[src/design/assert_macros.svh]
// ----------------------------------------------------------------------------
// assertion macros
// clocked concurrent checks used by the convolution design file
// ----------------------------------------------------------------------------
`ifndef ASSERT_MACROS_SVH
`define ASSERT_MACROS_SVH

// property checked at every clock edge outside reset
`define ASSERT_CLK(lbl, prop, msg) \
  lbl: assert property (@(posedge clk_i) disable iff (!rst_ni) (prop)) else $error(msg);

// condition that must never hold
`define ASSERT_NEVER(lbl, cond, msg) \
  `ASSERT_CLK(lbl, !(cond), msg)

`endif

[src/design/rwc_pkg.sv]
// ----------------------------------------------------------------------------
// rwc_pkg
// shared constants and types of the rgba window convolution
// ----------------------------------------------------------------------------
package rwc_pkg;

  localparam int MAX_WIDTH_DEF   = 1024;
  localparam int MAX_SIDE_DEF    = 9;
  localparam int SAMPLE_BITS_DEF = 16;

  localparam int MAX_HEIGHT = 4096;
  localparam int IN_W       = 16;
  localparam int TAP_IDX_W  = 7;
  localparam int OUT_X_W    = 10;
  localparam int OUT_Y_W    = 12;
  localparam int SUM_W      = 24;
  localparam int FRAC_SHIFT = 14;

  localparam int S_TDATA_W  = 72;
  localparam int M_TDATA_W  = 120;
  localparam int CFG_IDX_W  = 2;
  localparam int CFG_DATA_W = 13;

  localparam int WIDTH_REG_W  = 11;
  localparam int HEIGHT_REG_W = 13;
  localparam int HALF_REG_W   = 3;

  localparam logic [CFG_IDX_W-1:0] REG_WIDTH  = 2'd0;
  localparam logic [CFG_IDX_W-1:0] REG_HEIGHT = 2'd1;
  localparam logic [CFG_IDX_W-1:0] REG_HALF   = 2'd2;

  localparam logic OP_TAP   = 1'b0;
  localparam logic OP_PIXEL = 1'b1;

  typedef struct packed {
    logic clr;
    logic prod_en;
    logic tap_ok;
    logic acc_en;
  } rwc_ctl_t;

endpackage

[src/design/rwc_mac.sv]
// ----------------------------------------------------------------------------
// rwc_mac
// four channel multiply-accumulate lane with floor shift and saturation
// ----------------------------------------------------------------------------
module rwc_mac import rwc_pkg::*; #(
  parameter int SAMPLE_BITS = SAMPLE_BITS_DEF
) (
  input  logic                     clk_i,
  input  logic                     rst_ni,
  input  rwc_ctl_t                 ctl_i,
  input  logic [4*SAMPLE_BITS-1:0] pix_i,
  input  logic [4*SAMPLE_BITS-1:0] coef_i,
  output logic [4*SUM_W-1:0]       sums_o
);

  localparam int SB   = SAMPLE_BITS;
  localparam int PW   = 2 * SB;
  localparam int ACCW = (2 * SB + 7 > 26) ? 2 * SB + 7 : 26;
  localparam logic signed [ACCW-1:0] SMAX = ACCW'((1 << (SUM_W - 1)) - 1);
  localparam logic signed [ACCW-1:0] SMIN = -ACCW'(1 << (SUM_W - 1));

  logic signed [PW-1:0]   prod_q [4];
  logic signed [ACCW-1:0] acc_q  [4];

  always_ff @(posedge clk_i or negedge rst_ni) begin
    if (!rst_ni) begin
      for (int i = 0; i < 4; i++) begin
        acc_q[i] <= '0;
      end
    end else if (ctl_i.clr) begin
      for (int i = 0; i < 4; i++) begin
        acc_q[i] <= '0;
      end
    end else if (ctl_i.acc_en) begin
      for (int i = 0; i < 4; i++) begin
        acc_q[i] <= acc_q[i] + ACCW'(prod_q[i]);
      end
    end
  end

  always_ff @(posedge clk_i) begin
    if (ctl_i.prod_en) begin
      for (int i = 0; i < 4; i++) begin
        prod_q[i] <= $signed(pix_i[i*SB +: SB]) *
                     (ctl_i.tap_ok ? $signed(coef_i[i*SB +: SB]) : $signed(SB'(0)));
      end
    end
  end

  always_comb begin
    logic signed [ACCW-1:0] sh;
    for (int i = 0; i < 4; i++) begin
      sh = acc_q[i] >>> FRAC_SHIFT;
      if (sh > SMAX) begin
        sums_o[i*SUM_W +: SUM_W] = SUM_W'(SMAX);
      end else if (sh < SMIN) begin
        sums_o[i*SUM_W +: SUM_W] = SUM_W'(SMIN);
      end else begin
        sums_o[i*SUM_W +: SUM_W] = SUM_W'(sh);
      end
    end
  end

endmodule

[config.mk]
export PLATFORM = sky130hd
export DESIGN_NAME = rwc_mac
export DESIGN_NICKNAME = d
export VERILOG_FILES = /design/src/design/assert_macros.svh /design/src/design/rwc_pkg.sv /design/src/design/rwc_mac.sv
export SDC_FILE = /design/constraint.sdc
export NUM_CORES = 2
export LEC_CHECK = 0
export BUFFER_PORTS_ARGS = -buffer_cell sky130_fd_sc_hd__buf_2
export CAP_MARGIN = 20
export CORE_MARGIN = 3
export CORE_UTILIZATION = 23
export CTS_CLUSTER_SIZE = 12
export DETAILED_ROUTE_END_ITERATION = 6
export SYNTH_ARGS = -nofsm -noshare
export SYNTH_HDL_FRONTEND = slang
export SYNTH_SLANG_ARGS = --single-unit
export TNS_END_PERCENT = 20
[constraint.sdc]
create_clock -name clk_i -period 7 [get_ports clk_i]
set_clock_uncertainty 0.15 [all_clocks]
set_input_delay 1.4 -clock clk_i [delete_from_list [all_inputs] [get_ports clk_i]]
set_output_delay 1.4 -clock clk_i [all_outputs]
set_load 0.01 [all_outputs]
=== Word level (Yosys, flattened, before mapping) ===
Memories as Yosys holds them, arrays and structs flattened.
Index checks and enable logic that the tools add are counted.

* Register bits after elaboration: 156
* Latch bits: 0
* Bits in writable memories: 128
* Bits in read-only memories: 0
* Output and inout port bits: 96
* Memories kept: 1

{| class="wikitable"
|+ Memories
! name !! depth !! width !! read ports !! clocked after Yosys merged registers in !! wr ports !! line !! source
|-
| prod_q || 4 || 32 || 4 || 0 || 4 || rwc_mac.sv:22 || <nowiki>logic signed [PW-1:0] prod_q [4];</nowiki>
|}

* Add/subtract/negate cells: 4
* Multipliers: 4
* Divide/modulo/power cells: 0
* Magnitude comparators: 8
* Eq/ne operators: 0
* Shifts and indexed selects: 0
* Mux-type cells: 16
* Bitwise gates (word level): 0
* Reduce and logical (&&, ||, !) cells: 1

{| class="wikitable"
|+ Operator list
! operator !! number
|-
| 156-bit two-way mux || 2
|-
| 24-bit two-way mux || 8
|-
| 39-bit by 32-bit adder with 39-bit output || 4
|-
| 16-bit by 32-bit multiplier with 32-bit output || 4
|-
| 32-bit two-way mux || 4
|-
| 25-bit by 24-bit > comparator with 1-bit output, second input constant || 4
|-
| 25-bit by 24-bit < comparator with 1-bit output, second input constant || 4
|-
| 1-bit two-way mux || 2
|-
| 2-bit nonzero test || 1
|}

=== Logic depth before layout (Yosys ltp) ===
* Word-level depth: 3
* Mapped depth: 29

=== Worst setup path before layout ===
OpenSTA, ideal clock, no wires.

* Kind: input port to flip-flop
* Start point: input port ctl_i[1] (netlist bit)
* End point: memory prod_q[0][30] (netlist bit) (data pin)
* Library setup time: 0.258 ns
* Arrival: 7.897 ns
* Data required time: 6.592 ns
* Setup slack: -1.305 ns
* Cell stages on the path: 27
* Cell sequence: clkbuf_1 > clkbuf_1 > clkbuf_1 > clkbuf_1 > and3_1 > fa_1 > inv_1 > fa_1 > fa_1 > inv_1 > fa_1 > fa_1 > inv_1 > fa_1 > inv_1 > ha_1 > and3_1 > a221oi_1 > a21boi_0 > o211a_1 > a211oi_1 > o2111ai_1 > nand3_1 > o41a_1 > a21o_1 > a21oi_1 > xnor2_1

{| class="wikitable"
|+ RTL lines
! item !! line !! source
|-
| start: declaration || rwc_mac.sv:10 || <nowiki>input rwc_ctl_t ctl_i,</nowiki>
|-
| end: declaration || rwc_mac.sv:22 ||
|}

==> reports/summary.txt <==
status -> finished with violations
violated checks -> negative setup slack
most frequent cells in the layout -> 1162 x inv_1, 1017 x fa_1, 769 x buf_4, 664 x nand2_1, 503 x and3_1
Final Total Pwr -> 34.7 mW
register area -> 0.00775 sq mm
sequential fraction of the synthesis area -> 0.134
worst-margin pin slew -> 870 ps
port bufs -> 229
first-pass GRT wire length -> 284000 microns
RR Endpoint -> acc_q[116]$_DFFE_PN0P_
worst skew pair latency -> 560 ps
drt wl/cell -> 17.4 microns
simple-gate share of the synthesized area -> 0.155
crit-path most repeated cell -> fa_1
pre-CTS setup slack -> -1220 ps
Arr. time, crit path -> 7500 ps
post-route minimum period -> 7350 ps
worst hold path type -> register to register
Mean Syn Cell Area -> 9.09 sq um
CP required -> 7150 ps
largest net degree at the start of global routing -> 99
via count -> 46.8k
hpwl dp -> 154000 microns
Final GP Congestion -> 0.967
Seq cells post-synth -> 284
final hold vios -> 0
vias in the first global route -> 49.0k
total die area -> 0.258 sq mm
ANT nets after route -> 0
initial antenna violation count -> 39
final worst setup slack -> -346 ps
Synth Area in XOR/XNOR -> 0.0403
Synth Area in Adders -> 0.468
count of final setup violators -> 26
TritonCTS buffer count -> 34
Clk pin slew, worst setup/hold paths -> 60 ps
main combinational cell family by area after synthesis -> adder cells
Crit path largest cell delay -> 560 ps
Compound-Gate Fraction of Synth Area -> 0.0930
Rows -> 183
Sink Count -> 284
Slew headroom -> 0.420
number of synthesized flops with an enable pin -> 128
Worst Reg2Reg Path Length in Cells -> 13
Area growth syn-to-layout -> 23.0%
layout cell share with drive strength beyond 1 -> 0.187
GR Util All Layers -> 0.139
Critical-path top delay cell -> fa_1
1st-iter DRT viols -> 2741
CP startpoint kind -> input pin
Unique masters post-synth -> 70
Synth async-reset ratio -> 0.549
post-route cell area -> 0.0712 sq mm
Nets -> 8844
CP Class -> input pin to register
synth warn -> 0
Primary FF master, synth -> dfrtp_1
placed cells -> 10.4k
# Max-Cap Violations -> 0
Fmax achieved -> 136 MHz
unrepaired setup endpoints after global routing -> yes
commonest non-fill, non-tap cell in the layout -> inv_1
die width -> 508 microns
flop2flop setup slack -> 2930 ps
post-place instance area -> 0.0683 sq mm
Core Region -> 0.249 sq mm
via-per-instance ratio -> 4.44
Pleak -> 36.9 nW
final cell count without fillers -> 10.5k
CP Max Fanout -> 7
setup TNS -> -3500 ps
worst hold endpoint -> acc_q[125]$_DFFE_PN0P_
H-tree Lvls -> 2
mux contribution to synthesized area -> 0.0147
VDD IR-drop max -> 0.404 mV
Post-Syn Area -> 0.0579 sq mm
P per Cell Area -> 488 mW/mm^2
Initial Utilization -> 0.232
Post-Route WL -> 184000 microns
clk buf depth -> 3
footprint of the multi-input gates -> 0.0456 sq mm
Worst Setup End Kind -> register
clock root cell -> clkbuf_16
First-pass DRT Iterations -> 7
height of the die -> 508 microns
TritonCTS clock tree -> yes
syn_nets -> 8033
DR DRC count -> 0
fin. max-slew vios -> 0
# IOs -> 230
filler instances -> 26.1k
total grt overflow -> 0
Reg2Reg Launch Point -> acc_q[78]$_DFFE_PN0P_
Hold Crit Start -> acc_q[125]$_DFFE_PN0P_
WHS Path Cells -> 2
Final period util -> 1.05
Synth Instances -> 6367
## kinds of logic after synthesis
kind of cell / after synthesis
DFF: 284
buffers and inverters: 1471
adders and majority gates: 1532
xor gates and xnor gates: 266
AOI/OAI and AO/OA: 853
and+or+nand+nor: 1876
muxes: 85
## cells in the mapped netlist (7+ instances only)
library cell  instances  area share
clkbuf_1            270       0.018
o211ai_1             12      0.0016
edfxtp_1            128       0.066
mux2i_1              84       0.015
inv_1              1190       0.077
a311oi_1              7      0.0011
xor2_1               67       0.010
a31oi_1              22      0.0024
a21oi_1             246       0.021
fa_1               1052        0.36
o22ai_1              11      0.0012
nand2b_1             45      0.0049
nor2b_1              17      0.0018
o21bai_1             38      0.0049
nand4_1              15      0.0016
o31ai_1              12      0.0016
a31o_2               13      0.0020
nand2_1             673       0.044
and2_1               66      0.0071
xnor2_1             199       0.030
dfrtp_1             156       0.067
o21ai_0             199       0.017
nand3_1              53      0.0046
a21o_1              127       0.016
o21a_1               42      0.0054
nor3_1               37      0.0032
ha_1                480        0.10
or3_1                10      0.0011
buf_1                 9     0.00058
a211o_1              10      0.0015
or2_2                 8     0.00086
a211oi_1             44      0.0057
and3_1              517       0.056
nor2_1              406       0.026
## metal layers
metal | share of wire | global-route usage | vias to the layer above
met5 | 0.00063 | 0 | -
met1 | 0.47 | 0.196 | 23400
met4 | 0.026 | 0.0343 | 18
li1 | - | - | 22000
met2 | 0.45 | 0.222 | 1206
met3 | 0.056 | 0.0221 | 255
## where the power goes
part           switching [mW]  internal [mW]  total (mW)
Combinational            14.8           14.0        28.8
Clock                   0.768           1.09        1.86
Sequential              0.778           3.26        4.03
Total                    16.4           18.3        34.7
## how the worst max path moves through the flow
stage                     from  cells past startpoint                      end
floorplan             ctl_i[1]                     27  prod_q[0][30]$_DFFE_PP_
global placement      ctl_i[1]                     24  prod_q[0][30]$_DFFE_PP_
detailed placement    ctl_i[1]                     24  prod_q[1][30]$_DFFE_PP_
CTS                 coef_i[10]                     24  prod_q[0][30]$_DFFE_PP_
global route          ctl_i[1]                     25  prod_q[0][30]$_DFFE_PP_
finish                ctl_i[1]                     25  prod_q[0][30]$_DFFE_PP_
## layout make-up
type,count,share of cell area
antenna,16,0.000562
inverter,1190,0.0627
clock inverter,15,0.00264
multi-input combinational,4612,0.640
tap,3330,0.0585
clock buffer,46,0.0132
sequential,284,0.109
timing repair buffer,1056,0.113
## flip-flops by register name (all words and copies together) (netlist names)
register / cells
acc_q: 156
prod_q: 128
## metrics by stage
stage                util  hold slack [ps]
detailed placement  0.274              372
global placement    0.274              359
finish              0.286              378
CTS                 0.280              387
floorplan               -              306
global route        0.285              405
## timing repair
action                                  4_1_cts  5_1_grt
hold buffers                                  0        0
gates cloned                                  2       11
endpoints found under the hold margin         0        0
pin swaps                                    31      119
setup buffers                                 7       46
gates resized for setup                      89      206
endpoints found under the setup margin       48       51
## worst max-delay path, delay by kind of cell
kind	cells	cell delay [ps]
AO/OA/AOI/OAI	8	1730
XOR/XNOR	1	80
adder cells (fa/ha/maj)	7	3360
buffers and inverters	6	450
AND/OR/NAND/NOR	3	440
(Power assumes the default switching activity.)
